===== config.mk =====
export PLATFORM = sky130hd
export DESIGN_NAME = touch_key_baseline_tracker_top
export DESIGN_NICKNAME = d
export VERILOG_FILES = /design/src/design/tkbt_pkg.sv /design/src/design/tkbt_cfg.sv /design/src/design/tkbt_mem.sv /design/src/design/tkbt_update.sv /design/src/design/touch_key_baseline_tracker_top.sv
export SDC_FILE = /design/constraint.sdc
export NUM_CORES = 1
export LEC_CHECK = 0
export ABC_AREA = 1
export BUFFER_PORTS_ARGS = -buffer_cell sky130_fd_sc_hd__buf_2
export CORE_UTILIZATION = 30
export DETAILED_ROUTE_END_ITERATION = 12
export HOLD_SLACK_MARGIN = 0.1
export PLACE_DENSITY = 0.54
export SKIP_LAST_GASP = 1
export SLEW_MARGIN = 40
export SYNTH_ARGS = -nofsm -noshare
export SYNTH_HDL_FRONTEND = slang
export SYNTH_SLANG_ARGS = --single-unit

===== constraint.sdc =====
create_clock -name clk_i -period 4.9 [get_ports clk_i]
set_input_delay 0.735 -clock clk_i [delete_from_list [all_inputs] [get_ports clk_i]]
set_output_delay 0.735 -clock clk_i [all_outputs]
set_load 0.01 [all_outputs]

===== src/design/tkbt_pkg.sv =====
// shared types and constants of the touch key baseline tracker
package tkbt_pkg;

  localparam int MaxChannels = 16;
  localparam int SampleWidth = 16;
  localparam int ChanW       = $clog2(MaxChannels);
  localparam int CntW        = 8;
  localparam int ActiveW     = 5;

  // counter codes of the stability window
  localparam logic [CntW-1:0] WindowThresh = 8'h80;
  localparam logic [CntW-1:0] WindowOpen   = 8'h81;
  localparam logic [CntW-1:0] CntMax       = 8'hFF;

  // register indexes on the configuration port
  localparam logic [2:0] RegChannelCount   = 3'd0;
  localparam logic [2:0] RegReferenceEnable = 3'd1;
  localparam logic [2:0] RegUpperLimit     = 3'd2;
  localparam logic [2:0] RegLowerLimit     = 3'd3;
  localparam logic [2:0] RegUpdateTime     = 3'd4;

  typedef struct packed {
    logic [3:0] channel_count;
    logic       reference_enable;
    logic [7:0] upper_limit;
    logic [7:0] lower_limit;
    logic [7:0] update_time;
  } cfg_t;

  // one entry of the per-channel state memory
  typedef struct packed {
    logic [CntW-1:0]        cnt;
    logic [SampleWidth-1:0] basepoint;
    logic [SampleWidth-1:0] baseline;
  } entry_t;

  typedef struct packed {
    logic             en;
    logic [ChanW-1:0] addr;
    entry_t           data;
  } wr_t;

endpackage


===== src/design/tkbt_cfg.sv =====
// configuration registers behind the apb-style port
module tkbt_cfg (
  input  logic              clk_i,
  input  logic              rst_ni,
  input  logic              psel,
  input  logic              penable,
  input  logic              pwrite,
  input  logic [4:0]        paddr,
  input  logic [31:0]       pwdata,
  output logic [31:0]       prdata,
  output logic              pready,
  output tkbt_pkg::cfg_t    cfg_o
);

  tkbt_pkg::cfg_t cfg_q;
  logic           wr_en;
  logic [2:0]     reg_idx;

  assign pready  = 1'b1;
  assign reg_idx = paddr[4:2];
  assign wr_en   = psel && penable && pwrite;
  assign cfg_o   = cfg_q;

  // register writes
  always_ff @(posedge clk_i or negedge rst_ni) begin
    if (!rst_ni) begin
      cfg_q.channel_count    <= 4'd1;
      cfg_q.reference_enable <= 1'b0;
      cfg_q.upper_limit      <= 8'd0;
      cfg_q.lower_limit      <= 8'd0;
      cfg_q.update_time      <= 8'hFF;
    end else if (wr_en) begin
      unique case (reg_idx)
        tkbt_pkg::RegChannelCount:    cfg_q.channel_count    <= pwdata[3:0];
        tkbt_pkg::RegReferenceEnable: cfg_q.reference_enable <= pwdata[0];
        tkbt_pkg::RegUpperLimit:      cfg_q.upper_limit      <= pwdata[7:0];
        tkbt_pkg::RegLowerLimit:      cfg_q.lower_limit      <= pwdata[7:0];
        tkbt_pkg::RegUpdateTime:      cfg_q.update_time      <= pwdata[7:0];
        default: ;
      endcase
    end
  end

  // register reads
  always_comb begin
    unique case (reg_idx)
      tkbt_pkg::RegChannelCount:    prdata = {28'd0, cfg_q.channel_count};
      tkbt_pkg::RegReferenceEnable: prdata = {31'd0, cfg_q.reference_enable};
      tkbt_pkg::RegUpperLimit:      prdata = {24'd0, cfg_q.upper_limit};
      tkbt_pkg::RegLowerLimit:      prdata = {24'd0, cfg_q.lower_limit};
      tkbt_pkg::RegUpdateTime:      prdata = {24'd0, cfg_q.update_time};
      default:                      prdata = 32'd0;
    endcase
  end

endmodule


===== src/design/tkbt_mem.sv =====
// per-channel state memory with entry valid bits and write forwarding
module tkbt_mem (
  input  logic                          clk_i,
  input  logic                          rst_ni,
  input  logic                          rd_en_i,
  input  logic [tkbt_pkg::ChanW-1:0]    rd_addr_i,
  input  tkbt_pkg::wr_t                 wr_i,
  output tkbt_pkg::entry_t              rd_data_o
);

  tkbt_pkg::entry_t                      mem [tkbt_pkg::MaxChannels];
  tkbt_pkg::entry_t                      mem_rd_q;
  tkbt_pkg::entry_t                      fwd_q;
  logic                                  hit_q;
  logic                                  vld_q;
  logic [tkbt_pkg::MaxChannels-1:0]      valid_q;
  logic                                  hit;

  assign hit = wr_i.en && (wr_i.addr == rd_addr_i);

  // synchronous write and registered read
  always_ff @(posedge clk_i) begin
    if (wr_i.en) begin
      mem[wr_i.addr] <= wr_i.data;
    end
    if (rd_en_i) begin
      mem_rd_q <= mem[rd_addr_i];
      fwd_q    <= wr_i.data;
    end
  end

  // entry valid bits; an entry never written reads as zero
  always_ff @(posedge clk_i or negedge rst_ni) begin
    if (!rst_ni) begin
      valid_q <= '0;
      hit_q   <= 1'b0;
      vld_q   <= 1'b0;
    end else begin
      if (wr_i.en) begin
        valid_q[wr_i.addr] <= 1'b1;
      end
      if (rd_en_i) begin
        hit_q <= hit;
        vld_q <= valid_q[rd_addr_i];
      end
    end
  end

  // same-entry write in the read cycle wins over the array
  always_comb begin
    if (hit_q) begin
      rd_data_o = fwd_q;
    end else if (vld_q) begin
      rd_data_o = mem_rd_q;
    end else begin
      rd_data_o = '0;
    end
  end

endmodule


===== src/design/tkbt_update.sv =====
// stability window, baseline update and set bookkeeping for one beat
module tkbt_update (
  input  logic                                clk_i,
  input  logic                                rst_ni,
  input  tkbt_pkg::cfg_t                      cfg_i,
  input  tkbt_pkg::entry_t                    cur_i,
  input  logic [tkbt_pkg::ChanW-1:0]          channel_i,
  input  logic [tkbt_pkg::SampleWidth-1:0]    raw_i,
  input  logic                                touch_i,
  input  logic                                invalid_i,
  input  logic                                commit_i,
  output tkbt_pkg::wr_t                       wr_o,
  output logic [tkbt_pkg::SampleWidth-1:0]    baseline_o,
  output logic                                updated_o,
  output logic                                all_set_o
);

  logic [tkbt_pkg::MaxChannels-1:0] mask_q, mask_d;
  logic [tkbt_pkg::ActiveW-1:0]     count_q, count_d;
  logic                             flag_q, flag_d;
  logic [tkbt_pkg::ActiveW-1:0]     active;
  logic                             ch_active;
  tkbt_pkg::entry_t                 nxt;
  logic                             upd;
  logic                             over, under;
  logic [tkbt_pkg::SampleWidth-1:0] rise, fall;

  assign active    = {1'b0, cfg_i.channel_count} + {4'd0, cfg_i.reference_enable};
  assign ch_active = {1'b0, channel_i} < active;

  // distance of the sample from the basepoint
  assign rise  = raw_i - cur_i.basepoint;
  assign fall  = cur_i.basepoint - raw_i;
  assign over  = (raw_i > cur_i.basepoint) &&
                 (rise > {{(tkbt_pkg::SampleWidth-8){1'b0}}, cfg_i.upper_limit});
  assign under = (cur_i.basepoint > raw_i) &&
                 (fall > {{(tkbt_pkg::SampleWidth-8){1'b0}}, cfg_i.lower_limit});

  // counter and baseline next values
  always_comb begin
    nxt = cur_i;
    upd = 1'b0;
    if (touch_i || invalid_i) begin
      nxt.cnt = '0;
    end else begin
      if (cur_i.baseline != raw_i) begin
        if (cur_i.cnt < tkbt_pkg::WindowThresh) begin
          nxt.cnt       = tkbt_pkg::WindowOpen;
          nxt.basepoint = raw_i;
        end else begin
          if (cur_i.cnt != tkbt_pkg::CntMax) begin
            nxt.cnt = cur_i.cnt + 8'd1;
          end
          if (over || under) begin
            nxt.cnt = '0;
          end
        end
      end
      if (nxt.cnt >= cfg_i.update_time) begin
        nxt.cnt      = '0;
        nxt.baseline = raw_i;
        upd          = 1'b1;
      end
    end
    if (!ch_active) begin
      nxt = cur_i;
      upd = 1'b0;
    end
  end

  // first-update bookkeeping
  always_comb begin
    mask_d  = mask_q;
    count_d = count_q;
    flag_d  = flag_q;
    if (upd && !flag_q && !mask_q[channel_i]) begin
      mask_d[channel_i] = 1'b1;
      count_d           = count_q + 5'd1;
      if (count_d >= active) begin
        flag_d = 1'b1;
      end
    end
  end

  always_ff @(posedge clk_i or negedge rst_ni) begin
    if (!rst_ni) begin
      mask_q  <= '0;
      count_q <= '0;
      flag_q  <= 1'b0;
    end else if (commit_i) begin
      mask_q  <= mask_d;
      count_q <= count_d;
      flag_q  <= flag_d;
    end
  end

  assign wr_o.en    = commit_i && ch_active;
  assign wr_o.addr  = channel_i;
  assign wr_o.data  = nxt;
  assign baseline_o = nxt.baseline;
  assign updated_o  = upd;
  assign all_set_o  = flag_d;

endmodule


===== src/design/touch_key_baseline_tracker_top.sv =====
// top level of the touch key baseline tracker
// stages: update stage, then output register; one beat per cycle while the output
//   does not stall; the state memory read is issued at accept and the write-back as
//   the update stage advances, with forwarding when the same channel follows directly
// reset: entry valid bits clear at once so all channel state reads as zero, no
//   clearing pass; registers return to channel_count 1, update_time 255, others 0
module touch_key_baseline_tracker_top (
  input  logic        clk_i,
  input  logic        rst_ni,
  input  logic        psel,
  input  logic        penable,
  input  logic        pwrite,
  input  logic [4:0]  paddr,
  input  logic [31:0] pwdata,
  output logic [31:0] prdata,
  output logic        pready,
  input  logic        in_valid_i,
  output logic        in_stall_o,
  input  logic [3:0]  channel_i,
  input  logic [15:0] raw_sample_i,
  input  logic        touch_active_i,
  input  logic        raw_invalid_i,
  output logic        out_valid_o,
  input  logic        out_stall_i,
  output logic [3:0]  out_channel_o,
  output logic [15:0] baseline_value_o,
  output logic        baseline_updated_o,
  output logic        all_baselines_set_o
);

  tkbt_pkg::cfg_t                      cfg;
  tkbt_pkg::entry_t                    cur;
  tkbt_pkg::wr_t                       wr;
  logic                                accept;
  logic                                out_free;
  logic                                s1_adv;
  logic                                s1_valid_q, s1_valid_d;
  logic                                out_valid_q, out_valid_d;
  logic [tkbt_pkg::ChanW-1:0]          s1_ch_q;
  logic [tkbt_pkg::SampleWidth-1:0]    s1_raw_q;
  logic                                s1_touch_q;
  logic                                s1_inval_q;
  logic [tkbt_pkg::SampleWidth-1:0]    res_base;
  logic                                res_upd;
  logic                                res_all;
  logic [3:0]                          out_ch_q;
  logic [15:0]                         out_base_q;
  logic                                out_upd_q;
  logic                                out_all_q;

  tkbt_cfg u_cfg (
    .clk_i   (clk_i),
    .rst_ni  (rst_ni),
    .psel    (psel),
    .penable (penable),
    .pwrite  (pwrite),
    .paddr   (paddr),
    .pwdata  (pwdata),
    .prdata  (prdata),
    .pready  (pready),
    .cfg_o   (cfg)
  );

  // handshake and pipeline advance
  assign out_free   = !out_valid_q || !out_stall_i;
  assign s1_adv     = s1_valid_q && out_free;
  assign in_stall_o = s1_valid_q && !out_free;
  assign accept     = in_valid_i && !in_stall_o;

  tkbt_mem u_mem (
    .clk_i     (clk_i),
    .rst_ni    (rst_ni),
    .rd_en_i   (accept),
    .rd_addr_i (channel_i),
    .wr_i      (wr),
    .rd_data_o (cur)
  );

  tkbt_update u_update (
    .clk_i      (clk_i),
    .rst_ni     (rst_ni),
    .cfg_i      (cfg),
    .cur_i      (cur),
    .channel_i  (s1_ch_q),
    .raw_i      (s1_raw_q),
    .touch_i    (s1_touch_q),
    .invalid_i  (s1_inval_q),
    .commit_i   (s1_adv),
    .wr_o       (wr),
    .baseline_o (res_base),
    .updated_o  (res_upd),
    .all_set_o  (res_all)
  );

  // valid flags of the update stage and the output register
  always_comb begin
    s1_valid_d = s1_valid_q;
    if (accept) begin
      s1_valid_d = 1'b1;
    end else if (s1_adv) begin
      s1_valid_d = 1'b0;
    end
    out_valid_d = out_valid_q && out_stall_i;
    if (s1_adv) begin
      out_valid_d = 1'b1;
    end
  end

  always_ff @(posedge clk_i or negedge rst_ni) begin
    if (!rst_ni) begin
      s1_valid_q  <= 1'b0;
      out_valid_q <= 1'b0;
    end else begin
      s1_valid_q  <= s1_valid_d;
      out_valid_q <= out_valid_d;
    end
  end

  // update stage payload
  always_ff @(posedge clk_i) begin
    if (accept) begin
      s1_ch_q    <= channel_i;
      s1_raw_q   <= raw_sample_i[tkbt_pkg::SampleWidth-1:0];
      s1_touch_q <= touch_active_i;
      s1_inval_q <= raw_invalid_i;
    end
  end

  // output register payload
  always_ff @(posedge clk_i) begin
    if (s1_adv) begin
      out_ch_q   <= s1_ch_q;
      out_base_q <= 16'(res_base);
      out_upd_q  <= res_upd;
      out_all_q  <= res_all;
    end
  end

  assign out_valid_o         = out_valid_q;
  assign out_channel_o       = out_ch_q;
  assign baseline_value_o    = out_base_q;
  assign baseline_updated_o  = out_upd_q;
  assign all_baselines_set_o = out_all_q;

endmodule


== After elaboration in Yosys (flattened, before gate mapping) ==
Memory sizes are Yosys's and may differ from the RTL's. A register that Yosys moved wholly into a read port is not among the register bits.
Index checks and enable logic that the tools add are counted.

* Bits of input ports: 66
* Register bits after elaboration: 155
* Word-level logic and storage cells: 110
* Bits in writable memories: 640
* Memories: 1

* Bitwise gates (word level): 2
* $lt $le $gt $ge: 11
* Muxes and demuxes: 30
* Reductions and logical operators: 30
* Equality and inequality tests: 7
* Add/sub/neg operators: 5

{| class="wikitable"
|+ Memories
! memory !! depth !! bits a word !! read ports !! clocked after Yosys merged registers in !! write ports !! RTL line !! source
|-
| u_mem.mem || 16 || 40 || 1 || 1 || 1 || tkbt_mem.sv:11 || <nowiki>tkbt_pkg::entry_t mem [tkbt_pkg::MaxChannels];</nowiki>
|}

{| class="wikitable"
|+ Operators by type and width
! cell !! number
|-
| 40-bit 2-to-1 mux || 3
|-
| 24-bit 2-to-1 mux || 2
|-
| 8-bit 2-to-1 mux || 5
|-
| 8-bit case mux with 5 select lines || 1
|-
| 16-bit > comparator || 2
|-
| 16-bit by 8-bit > comparator with 1-bit output || 2
|-
| 16-bit 2-to-1 mux || 2
|-
| 32-bit 2-to-1 mux || 1
|-
| 16-bit OR || 2
|-
| 16-bit subtractor || 2
|-
| 16-bit != test || 1
|-
| 1-bit logical AND || 13
|-
| 1-bit 2-to-1 mux || 13
|-
| 2-bit AND reduction || 6
|-
| 4-bit by 5-bit < comparator with 1-bit output, second input constant || 2
|-
| 8-bit by 1-bit adder with 8-bit output, second input constant || 1
|-
| 1-bit binary-select mux with 4-bit select || 2
|-
| 8-bit >= comparator || 1
|-
| 8-bit < comparator, second input constant || 1
|-
| 8-bit != test, second input constant || 1
|-
| 3-bit by 2-bit == test with 1-bit output, second input constant || 2
|-
| 1-bit zero test || 6
|-
| 4-bit by 1-bit adder with 5-bit output || 1
|-
| 5-bit by 1-bit adder with 5-bit output, second input constant || 1
|-
| other kinds (10) || 12
|}

== Logic depth before layout (Yosys ltp) ==
Gate-level depths: netlist of run 1.

* Depth in word-level cells: 17
* Mapped depth: 43

== By module ==
From an unflattened synthesis of run 1, not the netlist that was laid out.

* Cell total of the unflattened synthesis: 3336
* Area, all modules: 37193.2 um^2

{| class="wikitable"
|+ Modules (own cells, without submodules)
! module !! area each (um^2) !! times used !! cells each !! seq. area each (um^2)
|-
| tkbt_mem || 28950.3 || 1 || 2182 || 22071.2
|-
| tkbt_update || 5161.2 || 1 || 890 || 550.5
|-
| tkbt_cfg || 1665.3 || 1 || 208 || 737.0
|-
| touch_key_baseline_tracker_top || 1416.4 || 1 || 56 || 1371.3
|}

== Worst setup path after synthesis of run 1 ==
OpenSTA, ideal clock, no wires.

* Path type: register -> register
* Start point: register u_mem.vld_q
* End point: register out_base_q[0] (netlist: baseline_value_o[0]) (data pin)
* Buffers on the path: 2
* Arrival: 4.749 ns
* Slack: -0.194 ns
* Cell stages (with the launch flop): 33
* Clock period less this slack: 5.094 ns
* Setup time: 0.346 ns
* Required time: 4.554 ns
* Cell sequence: dfrtp_1 -> buf_4 -> inv_2 -> nor2_4 -> nand2_1 -> o211ai_2 -> inv_1 -> fa_1 -> o21ai_1 -> nand2_1 -> nand2_1 -> xor2_1 -> ha_1 -> nand2_1 -> nor2_1 -> nand2_1 -> o211ai_1 -> nand2_1 -> nand3_1 -> nor2_1 -> nand3_1 -> o21ai_2 -> nand3_1 -> a21oi_1 -> ha_1 -> nand2_1 -> nor2_1 -> nand4_1 -> o2111a_1 -> inv_1 -> nand2_1 -> clkbuf_1 -> o21ai_0

* Word-level cells in the longest chain between the ends: 14
* Elaborated cells between the ends (all ways): 24
* Classes of those cells: add/sub: 3; order compare: 6; eq/ne: 2; mux: 10; reduce/logical: 3

{| class="wikitable"
|+ RTL lines
! what !! RTL line !! source
|-
| start, declared || tkbt_mem.sv:15 || <nowiki>logic vld_q;</nowiki>
|-
| start signal, assigned || tkbt_mem.sv:44 || <nowiki>vld_q <= valid_q[rd_addr_i];</nowiki>
|-
| 40-bit 2-to-1 mux (*) || tkbt_mem.sv:53 || <nowiki>end else if (vld_q) begin</nowiki>
|-
| 40-bit 2-to-1 mux (*) || tkbt_mem.sv:51 || <nowiki>if (hit_q) begin</nowiki>
|-
| 16-bit subtractor, on equally long branches || tkbt_update.sv:32, tkbt_update.sv:33 ||
|-
| 16-bit by 8-bit > comparator with 1-bit output, on equally long branches || tkbt_update.sv:35, tkbt_update.sv:37 ||
|-
| 1-bit logical AND, on equally long branches || tkbt_update.sv:34, tkbt_update.sv:36 ||
|-
| 1-bit logical OR || tkbt_update.sv:54 || <nowiki>if (over || under) begin</nowiki>
|-
| 8-bit 2-to-1 mux || tkbt_update.sv:54 ||
|-
| 8-bit 2-to-1 mux || tkbt_update.sv:47 || <nowiki>if (cur_i.cnt < tkbt_pkg::WindowThresh) begin</nowiki>
|-
| 24-bit 2-to-1 mux || tkbt_update.sv:46 || <nowiki>if (cur_i.baseline != raw_i) begin</nowiki>
|-
| 24-bit 2-to-1 mux || tkbt_update.sv:43 || <nowiki>if (touch_i || invalid_i) begin</nowiki>
|-
| 8-bit >= comparator || tkbt_update.sv:59 || <nowiki>if (nxt.cnt >= cfg_i.update_time) begin</nowiki>
|-
| 16-bit 2-to-1 mux || tkbt_update.sv:59 ||
|-
| 32-bit 2-to-1 mux || tkbt_update.sv:43 ||
|-
| 40-bit 2-to-1 mux (*) || tkbt_update.sv:65 || <nowiki>if (!ch_active) begin</nowiki>
|-
| net res_base, one bit || touch_key_baseline_tracker_top.sv:43 || <nowiki>logic [tkbt_pkg::SampleWidth-1:0] res_base;</nowiki>
|-
| end signal, assigned || touch_key_baseline_tracker_top.sv:133 || <nowiki>out_base_q <= 16'(res_base);</nowiki>
|-
| end, declared || touch_key_baseline_tracker_top.sv:47 || <nowiki>logic [15:0] out_base_q;</nowiki>
|}

The timed path passes the listed nets; every way through them passes the cells marked *. The select of a mux whose other input is x is not followed.
A chain may end at the register's enable or synchronous reset.

== Worst setup path in the final report of run 1 ==
* Start point: register u_mem.hit_q
* End point: memory u_mem.mem[10][13] in the netlist's numbering (data pin)

* Word-level cells in the longest chain between the ends: 13
* Elaborated cells between the ends (all ways): 23
* Classes of those cells: add/sub: 3; order compare: 6; eq/ne: 2; mux: 9; reduce/logical: 3

{| class="wikitable"
|+ RTL lines
! what !! RTL line !! source
|-
| start, declared || tkbt_mem.sv:14 || <nowiki>logic hit_q;</nowiki>
|-
| start signal, assigned || tkbt_mem.sv:43 || <nowiki>hit_q <= hit;</nowiki>
|-
| 40-bit 2-to-1 mux (*) || tkbt_mem.sv:51 ||
|-
| 16-bit subtractor, on equally long branches || tkbt_update.sv:32, tkbt_update.sv:33 ||
|-
| 16-bit by 8-bit > comparator with 1-bit output, on equally long branches || tkbt_update.sv:35, tkbt_update.sv:37 ||
|-
| 1-bit logical AND, on equally long branches || tkbt_update.sv:34, tkbt_update.sv:36 ||
|-
| 1-bit logical OR || tkbt_update.sv:54 ||
|-
| 8-bit 2-to-1 mux || tkbt_update.sv:54 ||
|-
| 8-bit 2-to-1 mux || tkbt_update.sv:47 ||
|-
| 24-bit 2-to-1 mux || tkbt_update.sv:46 ||
|-
| 24-bit 2-to-1 mux || tkbt_update.sv:43 ||
|-
| 8-bit >= comparator || tkbt_update.sv:59 ||
|-
| 16-bit 2-to-1 mux || tkbt_update.sv:59 ||
|-
| 32-bit 2-to-1 mux || tkbt_update.sv:43 ||
|-
| 40-bit 2-to-1 mux (*) || tkbt_update.sv:65 ||
|-
| net res_base, one bit || touch_key_baseline_tracker_top.sv:43 ||
|-
| end, declared || tkbt_mem.sv:11 ||
|}

Marks and branches as above.

==> out/qor.txt, run 1 <==
Status: complete, but fails checks
Failing checks: setup timing
Row cnt: 126
Congestion Overflow GR: 0
Vias/cell: 5.02
P_leak: 15.7 nW
Num ports: 123
Core area: 118000 sq um
Post-synth EDFFs: 764
Synth top area cells: edfxtp_1 64%, o21ai_0 5.7%, dfrtp_1 4.3%
Setup WS post-layout: -0.200 ns
Clock Skews: 0.0652 ns
Clock power share: 37.4%
Cell Area, Synth: 35700 sq um
Final Critical Period: 5.10 ns
Design Area, Final: 43500 sq um
Slowest Stage Delay on Critical Path: 0.48 ns
Root Buffer: clkbuf_16
Post-detail-place hpwl: 59000 microns
DR vias: 24200
Clock Pin Slew Worst Setup and Hold Paths: 0.06 ns
Dpl cells: 4613
Layout cells sized above 1: 19.1%
Unique masters post-synth: 51
CP Buf/Inv Count: 7
Primary FF master, synth: edfxtp_1
Int Pwr: 13.2 mW
Nets: 3343
GRT Total Usage: 16.8%
P_sw: 4.80 mW
Slowest CP cell: dfrtp_2
Async SR Flop Fraction: 8.50%
Combinational power share: 15.9%
Crit path required time: 5.32 ns
Fin crit share: 104%
Number of synthesized register bits: 835
Initial antenna violation count: 0
Area after DPL: 39400 sq um
Area Growth Syn to Fin: 21.9%
Worst endpoint data arrival time: 5.52 ns
DRT Pass-1 Iters: 7
Mapped Cells: 2961
Setup_tns: -42.82 ns
Top post-synthesis cells by count: 764 x edfxtp_1, 408 x o21ai_0, 394 x nor2_1, 363 x nand2_1, 169 x inv_1
Crit path max-delay family: compound AO/OA/AOI/OAI gates
Initial drt markers: 2078
Net Sw Frac: 26.6%
Synth Area per Inst: 12.1 sq um
Die ar.: 120000 sq um
CTS tree: yes
Drt drc: 0
Worst setup SP type: flip-flop
ANT cells: 0
Crit-path max FO: 8
FMAX: 196 MHz
Yosys warns: 0
Die height: 347 microns
Global-route wire length before repair: 151000 microns
Final setup viols: 440
Initial Utilization: 30.2%
H-tree levels: 3
Final Hold Viols: 0
Post-Layout Cell Count: 4826
Peak supply drop: 0.251 mV
Fillers: 11400
Crit path capture type: flip-flop
Worst Max-Slew Pin Slew: 0.846 ns
IO buf count: 71
Clk sinks: 835
Clock Tree Buf Depth: 3
Total CTS buffers: 89
Antenna-violating nets left: 0
Sequential share of power: 46.7%
Biggest area consumer among synthesized cells: edfxtp_1
Pin count of the biggest net entering global routing: 179
RSZ-0062 raised after global routing: yes
Storage cell area: 24700 sq um
Top-area cell type share of the netlist area: 64.3%
CP Class: reg -> reg
Hold/Removal Path Class: in -> reg
Sequential area share after synthesis: 69.3%
Number of global-route vias before repair: 23100
Multi-input logic area: 10200 sq um
Most common cell in the netlist: edfxtp_1
Slew margin rel.: 43.5%
Slew Viols, Final: 0
Clock latency on the worst-skew pair: 0.68 ns
Final GP Congestion: 0.919
Die W: 347 microns
Cell Pwr Density: 414 nW/um^2
Max-Cap Viols: 0
WL per Instance: 21.7 microns
Routed WL: 105000 microns
==> per-layer routing <==
layer	vias to the layer above	global-route usage (%)	routed length, microns
met2	671	27.4	49000
li1	11300	-	-
met1	12200	23.2	47400
met3	146	2.68	5970
met4	0	4.57	2610
met5	-	0	0
==> logic make-up (layout without fill, tap and decap cells) <==
group                    count (synthesis)  in the layout  synth area share, %
AO/OA/AOI/OAI                          747            747                 12.8
adder cells (fa/ha/maj)                 62             62                 2.19
buffers and inverters                  362            668                 4.24
AND/OR/NAND/NOR                        912            912                 10.4
flip-flops                             835            835                 69.3
other                                    2             25               0.0210
XOR/XNOR                                41             41                 1.01
==> worst register-to-register path: cells and delay by family, from the launching register on <==
kind                     cells  cell delay (ns)
AO/OA/AOI/OAI                9             1.36
buffers and inverters        7             1.01
AND/OR/NAND/NOR             12             0.96
adder cells (fa/ha/maj)      3             0.86
flip-flops                   1             0.48
XOR/XNOR                     1             0.18
==> flip-flops by register name (all words and copies together) (netlist names) <==
| register | flops |
|---|---|
| u_update.mask_q | 16 |
| u_cfg.cfg_o | 29 |
| all_baselines_set_o | 1 |
| u_mem.mem | 640 |
| u_mem.mem_rd_q | 40 |
| u_mem.hit_q | 1 |
| s1_ch_q | 4 |
| u_mem.fwd_q | 40 |
| u_mem.valid_q | 16 |
| s1_valid_q | 1 |
| baseline_updated_o | 1 |
| s1_raw_q | 16 |
| s1_touch_q | 1 |
| out_channel_o | 4 |
| u_update.flag_q | 1 |
| u_mem.vld_q | 1 |
| u_update.count_q | 5 |
| out_valid_o | 1 |
| s1_inval_q | 1 |
| baseline_value_o | 16 |
==> path summary, 6_finish.rpt <==
check / startpoint / endpoint / slack (ns) / cells after the start
setup / recovery: u_mem.hit_q / u_mem.mem[10][13] / -0.20 / 32
hold / removal: raw_sample_i[3] / s1_raw_q[3] / 0.24 / 1
setup reg to reg: u_mem.hit_q / u_mem.mem[10][13] / -0.20 / 32
hold reg to reg: u_update.mask_q[11] / u_update.mask_q[11] / 0.46 / 2
max in group asynchronous: rst_ni / u_cfg.cfg_o[15] / 3.74 / 2
min in group asynchronous: rst_ni / u_mem.valid_q[4] / 0.67 / 2
==> repair_timing <==
item	CTS	global route
endpoints found under the setup margin	448	448
setup buffers	10	5
hold endpoints to repair	14	0
cloned	3	27
resized for setup	66	95
pin swaps	27	26
hold buffers	1	0
==> power by group through the flow <==
stage | sequential [mW] | clock (mW) | combinational, mW
2_1_floorplan | 8.55 | 0 | 1.42
3_3_place_gp | 8.57 | 0 | 2.51
3_5_place_dp | 8.57 | 0 | 2.53
4_1_cts | 8.42 | 6.85 | 2.65
5_1_grt | 8.45 | 7.12 | 3.16
6_report | 8.42 | 6.75 | 2.87
==> cell type report <==
| type | count | share of cell area [%] |
|---|---|---|
| Clock buffer | 104 | 5.27 |
| Timing Repair Buffer | 326 | 6.94 |
| Clock inverter | 62 | 1.47 |
| Inverter | 175 | 1.56 |
| Timing Repair inverter | 1 | 0.0173 |
| Multi-Input combinational cell | 1787 | 23.5 |
| Tap cell | 1536 | 4.42 |
| Sequential cell | 835 | 56.8 |
==> metrics by stage <==
| stage | total power [mW] | utilization (%) | worst slack, ns | hold slack (ns) |
|---|---|---|---|---|
| 6_report | 18.0 | 36.9 | -0.200 | 0.240 |
| 5_1_grt | 18.7 | 36.9 | -0.477 | 0.215 |
| 4_1_cts | 17.9 | 36.2 | -0.107 | 0.206 |
| 3_5_place_dp | 11.1 | 33.4 | -0.351 | 0.445 |
| 3_3_place_gp | 11.1 | 33.3 | -0.339 | 0.441 |
| 2_1_floorplan | 9.97 | - | -0.194 | 0.427 |
==> cell usage in the layout, fill, tap and decap left out, types with 33 or more instances in the layout <==
master,n
nor2_1,372
nand2_1,334
dfrtp_1,61
buf_12,33
edfxtp_1,764
o221ai_1,125
clkbuf_16,97
xor2_1,35
a21oi_1,42
o211ai_1,46
buf_4,180
nand3_1,82
ha_1,49
o22ai_1,45
o21ai_0,390
inv_1,159
buf_2,69
(Power assumes the default switching activity.)
==> run 2: changes to the inputs <==
- PLACE_DENSITY: 0.54 -> 0.52
- clock period: 4.9 -> 5.2 ns (I/O delays scaled with it)
==> run 2 against run 1 <==
The flow now finishes without violations. Die area unchanged. Via count rose by 0.67%. Global-route usage is 0.091 points higher. Total power down 4.5%. Critical path depth rose by 4. Design area is 0.67% lower. Combinational power shrank 9.4%. Critical endpoint is now u_mem.mem[6][11]. Largest power group unchanged.
==> out/qor.txt, run 2 (same netlist as run 1, synthesis figures left out) <==
Status: finished clean
Hold/Removal Path Class: in -> async
Cell Pwr Density: 399 nW/um^2 (-3.8%)
Setup WS pre-CTS: -0.136 ns (+0.215 ns)
Slew margin rel.: 40.3% (-3.2 points)
Fin crit share: 99.4% (-4.7 points)
WL per Instance: 21.8 microns (+0.46%)
DR vias: 24400 (+0.67%)
Dpl cells: 4584 (-0.63%)
Congestion Overflow GR: 0 (unchanged)
Most frequent cells in the layout: 764 x edfxtp_1, 389 x o21ai_0, 371 x nor2_1
Number of global-route vias before repair: 23100 (+0.061%)
Clock latency on the worst-skew pair: 0.68 ns (about the same)
DR top layer: met4
Die height: 347 microns (unchanged)
Final Critical Period: 5.17 ns (+0.0686 ns)
GRT Total Usage: 16.9% (+0.091 points)
Area after DPL: 39200 sq um (-0.59%)
RSZ-0062 raised after global routing: yes
Biggest regs: u_mem.mem (640), u_mem.fwd_q (40), u_mem.mem_rd_q (40)
Crit-path max FO: 8 (unchanged)
Hold buffer count at cts: 0 (-1)
Core area: 118000 sq um (unchanged)
Setup WS post-layout: 0.0316 ns (+0.231 ns)
Die ar.: 120000 sq um (unchanged)
Clk sinks: 835 (unchanged)
Total CTS buffers: 93 (+4.5%)
Commonest non-fill, non-tap cell in the layout: edfxtp_1
Slowest CP cell: dfrtp_2
Worst setup SP type: flip-flop
Worst endpoint data arrival time: 5.71 ns (+0.19 ns)
Post-Layout Cell Count: 4788 (-0.79%)
Die W: 347 microns (unchanged)
Clock Tree Buf Depth: 3 (unchanged)
Initial drt markers: 2338 (+13%)
CP Class: reg -> reg
Hold_ws: 0.148 ns (-0.0920 ns)
Clock Skews: 0.0638 ns (-0.00137 ns)
Initial antenna violation count: 0 (unchanged)
Slew Viols, Final: 0 (unchanged)
Crit path capture type: flip-flop
Worst reg-to-reg setup slack: 0.03 ns (+0.23 ns)
Nets: 3301 (-1.3%)
Max-Cap Viols: 0 (unchanged)
Cell mode on critical path: nand2_2
Routed WL: 105000 microns (-0.33%)
Worst Max-Slew Pin Slew: 0.896 ns (+0.0498 ns)
Max reg flops: 640 (unchanged)
Multi-input logic area: 10200 sq um (-0.37%)
Largest reg by FF count: u_mem.mem
Num ports: 123 (unchanged)
Post-detail-place hpwl: 59600 microns (+1.0%)
Fillers: 11300 (-0.38%)
Area Growth Syn to Fin: 21.1%
Layout cells sized above 1: 18.1% (-0.95 points)
Met3 wire length: 6760 microns (+13%)
H-tree levels: 3 (unchanged)
Final setup viols: 0 (-100%)
Slowest Stage Delay on Critical Path: 0.50 ns (+0.02 ns)
Crit path required time: 5.75 ns (+0.43 ns)
Final GP Congestion: 0.918 (-0.14%)
Row cnt: 126 (unchanged)
Setup_tns: 0 ns (+42.82 ns)
Design Area, Final: 43200 sq um (-0.67%)
Initial Utilization: 30.2% (unchanged)
Drt drc: 0 (unchanged)
Pin count of the biggest net entering global routing: 179 (unchanged)
ANT cells: 0 (unchanged)
Root Buffer: clkbuf_16
IO buf count: 71 (unchanged)
P_leak: 15.6 nW (-1.0%)
Clock Pin Slew Worst Setup and Hold Paths: 0.06 ns (about the same)
Met1 wire length: 47200 microns (-0.36%)
Antenna-violating nets left: 0 (unchanged)
DRT Pass-1 Iters: 5 (-2)
Global-route wire length before repair: 152000 microns (+0.37%)
FMAX: 193 MHz (-1.3%)
CTS tree: yes
Final Hold Viols: 0 (unchanged)
Vias/cell: 5.10 (+1.5%)
Storage cell area: 24700 sq um (about the same)
Peak supply drop: 0.274 mV (+9.4%)
Metal2 WL: 47500 microns (-3.0%)
## run 2: changes by cell type in the layout (fill, tap and decap cells not counted), sizes merged
cell	previous run	this run
inv	178	176
clkbuf	112	113
clkinvlp	9	5
bufinv	9	11
clkinv	42	46
buf	317	279
dlygate4sd3	1	0
## run 2: metrics by stage
step	power, mW	utilization, %
final	17.2	36.6
after CTS	17.1	36.0
after global placement	10.4	33.1
after detailed placement	10.4	33.2
after floorplan	9.40	-
after global routing	17.9	36.6
## run 2: repair_timing
action	in CTS	in global routing
pin swaps	5	46
setup buffers	3	14
gates cloned	2	12
gates resized for setup	23	140
endpoints found under the setup margin	327	448
## run 2: report_power, final
group / switching [mW] / internal, mW / total [mW]
logic: 1.67 / 0.934 / 2.60
registers: 0.124 / 7.82 / 7.95
clock network: 2.79 / 3.90 / 6.68
## run 2: routing by layer
layer,track usage [%],vias up
met5,0,-
met4,5.39,0
met3,3.28,179
met2,26.6,794
met1,23.3,12300
li1,-,11200
## run 2: area by class of cell
class,instances,share of cell area (%)
Inverter,175,1.57
Sequential cell,835,57.2
Tap cell,1536,4.45
Timing Repair Buffer,281,5.95
Multi-Input combinational cell,1787,23.6
Clock buffer,111,5.59
Clock inverter,63,1.67
## run 2: final timing paths
path / start / to / cells after the start
worst max-delay path: u_mem.vld_q / u_mem.mem[6][11] / 36
worst min-delay path: rst_ni / u_mem.valid_q[7] / 1
worst max register to register: u_mem.vld_q / u_mem.mem[6][11] / 36
worst min register to register: u_mem.valid_q[14] / u_mem.valid_q[14] / 2
max in group asynchronous: rst_ni / u_mem.hit_q / 1
min in group clk_i: raw_sample_i[15] / s1_raw_q[15] / 1
## run 2: worst max-delay path, delay by kind of cell (launching register included)
kind,cells,cell delay (ns)
AND/OR/NAND/NOR,18,1.60
AO/OA/AOI/OAI,6,1.03
buffers and inverters,8,1.00
adder cells (fa/ha/maj),3,0.62
flip-flops,1,0.50
XOR/XNOR,1,0.27
==> run 3: changes to the inputs <==
- CORE_ASPECT_RATIO: unset -> 1.1
==> run 3 against run 2 <==
Clock power is 8.8% lower. Design area shrank 1.2%. Setup slack better by 0.035 ns. Via count is 2.6% lower. Hold slack better by 0.14 ns. Highest routed layer unchanged. Critical path depth grew 2. Total power shrank 4.1%. Largest cell class unchanged. Flip-flop and latch count unchanged. Sequential power about the same. Global-route usage rose by 0.064 points. Register-to-register slack improved by 0.03 ns.
==> out/qor.txt, run 3 (same netlist as run 1, synthesis figures left out) <==
GRT Total Usage: 17.0% (+0.064 points)
Antenna-violating nets left: 0 (unchanged)
Worst reg2reg path startpoint: u_mem.hit_q
Setup WS post-layout: 0.0663 ns (+0.0348 ns)
Most frequent cells in the layout: 764 x edfxtp_1, 384 x o21ai_0, 374 x nor2_1
Cell Pwr Density: 387 nW/um^2 (-2.9%)
Final GP Congestion: 0.924 (+0.73%)
Worst Max-Slew Pin Slew: 0.858 ns (-0.0377 ns)
Clock latency on the worst-skew pair: 0.66 ns (-0.02 ns)
Hold path startpoint: raw_sample_i[4]
Area Growth Syn to Fin: 19.6%
Dpl cells: 4571 (-0.28%)
Crit path required time: 5.59 ns (-0.16 ns)
Final Hold Viols: 0 (unchanged)
Hold/Removal Path Class: in -> reg
Clk sinks: 835 (unchanged)
Hold_ws: 0.290 ns (+0.142 ns)
Routed WL: 103000 microns (-1.2%)
Peak supply drop: 0.245 mV (-11%)
P_sw: 4.36 mW (-4.9%)
Clock Skews: 0.0319 ns (-0.0319 ns)
Clock Tree Buf Depth: 3 (unchanged)
Total power: 16.5 mW (-4.1%)
Vias/cell: 5.01 (-1.8%)
Largest reg by FF count: u_mem.mem
Slowest Stage Delay on Critical Path: 0.49 ns (about the same)
Total CTS buffers: 86 (-7.5%)
Number of global-route vias before repair: 23000 (-0.54%)
IO buf count: 71 (unchanged)
Slew margin rel.: 42.8% (+2.5 points)
Initial drt markers: 1646 (-30%)
WL per Instance: 21.8 microns (-0.32%)
Clock Pin Slew Worst Setup and Hold Paths: 0.06 ns (about the same)
Num ports: 123 (unchanged)
Slowest CP cell: dfrtp_2
Area after DPL: 39200 sq um (about the same)
Row cnt: 132 (+4.8%)
Pin count of the biggest net entering global routing: 170 (-5.0%)
Global-route wire length before repair: 152000 microns (-0.26%)
Die ar.: 120000 sq um (about the same)
P_leak: 15.3 nW (-1.6%)
Worst Hold End: s1_raw_q[4]
Worst Hold Depth: 1
CP Class: reg -> reg
Max-Cap Viols: 0 (unchanged)
Setup WS pre-CTS: -0.0991 ns (+0.0368 ns)
Setup_tns: 0 ns (unchanged)
Status: finished clean
Crit-path max FO: 18 (+10)
Worst setup SP type: flip-flop
Biggest regs: u_mem.mem (640), u_mem.fwd_q (40), u_mem.mem_rd_q (40)
Post-detail-place hpwl: 58200 microns (-2.4%)
Int Pwr: 12.2 mW (-3.8%)
Drt drc: 0 (unchanged)
Initial Utilization: 30.3% (+0.040 points)
Core area: 118000 sq um (-0.13%)
Crit path capture type: flip-flop
CTS tree: yes
Die W: 331 microns (-4.6%)
FMAX: 195 MHz (+0.68%)
H-tree levels: 3 (unchanged)
ANT cells: 0 (unchanged)
Die height: 364 microns (+4.9%)
Combinational power share: 15.1% (about the same)
Congestion Overflow GR: 0 (unchanged)
DRT Pass-1 Iters: 5 (unchanged)
Worst endpoint data arrival time: 5.52 ns (-0.19 ns)
Slew Viols, Final: 0 (unchanged)
Net Sw Frac: 26.4% (-0.22 points)
Worst R2R End: u_mem.mem[7][13]
Layout cells sized above 1: 16.2% (-1.9 points)
Design Area, Final: 42700 sq um (-1.2%)
Final Critical Period: 5.13 ns (-0.0348 ns)
Fin crit share: 98.7% (-0.67 points)
Post-Layout Cell Count: 4747 (-0.86%)
Final setup viols: 0 (unchanged)
Cell mode on critical path: nand2_1
Max reg flops: 640 (unchanged)
Sequential share of power: 48.1% (+2.0 points)
Clock power share: 36.9% (-1.9 points)
Fin util: 36.2% (-0.41 points)
DR vias: 23800 (-2.6%)
Root Buffer: clkbuf_16
Initial antenna violation count: 0 (unchanged)
Commonest non-fill, non-tap cell in the layout: edfxtp_1
RSZ-0062 raised after global routing: yes
Worst reg-to-reg setup slack: 0.07 ns (+0.03 ns)
R2R depth: 38 (+5.6%)
Fillers: 11500 (+1.5%)
Nets: 3265 (-1.1%)
## run 3: layer usage
metal | track usage, % | wire (microns)
met1 | 22.9 | 46200
met4 | 4.52 | 2290
met3 | 2.63 | 5520
met2 | 28.2 | 49400
met5 | 0 | 0
## run 3: power by group through the flow
stage / clock network [mW] / registers [mW] / logic [mW]
2_1_floorplan: 0 / 8.05 / 1.34
3_3_place_gp: 0 / 8.08 / 2.29
3_5_place_dp: 0 / 8.08 / 2.31
4_1_cts: 6.23 / 7.95 / 2.38
5_1_grt: 6.47 / 7.96 / 2.76
6_report: 6.09 / 7.94 / 2.49
## run 3: cell type report
type / count / area (sq um) / share of cell area, %
multi-input combinational: 1787 / 10100 / 23.6
inverter: 175 / 692 / 1.62
clock inverter: 45 / 434 / 1.02
tap: 1541 / 1930 / 4.52
sequential: 835 / 24700 / 57.9
timing repair buffer: 251 / 2490 / 5.84
timing repair inverter: 1 / 11.3 / 0.0264
clock buffer: 112 / 2320 / 5.44
## run 3: worst max path at each step
stage                                      to         from
final                        u_mem.mem[7][13]  u_mem.hit_q
after global routing         u_mem.mem[5][13]  u_mem.hit_q
after CTS                   u_mem.mem[11][11]  u_mem.hit_q
after detailed placement      u_mem.mem[0][4]  u_mem.vld_q
after global placement       u_mem.mem[2][11]  u_mem.vld_q
after floorplan           baseline_value_o[0]  u_mem.vld_q
## run 3: critical path: cells and delay by family (launching register included)
kind / cells / cell delay [ns]
AOI/OAI and AO/OA: 4 / 0.49
xor gates and xnor gates: 1 / 0.22
adders and majority gates: 3 / 0.72
buffers and inverters: 7 / 0.97
DFF: 1 / 0.49
and+or+nand+nor: 23 / 1.92
## run 3: what timing repair did
item	CTS	global route
setup endpoints to repair	365	448
endpoints found under the hold margin	34	0
cloned	3	7
gates resized for setup	24	80
pin swaps	5	20
setup buffers	1	7
hold buffers	1	0
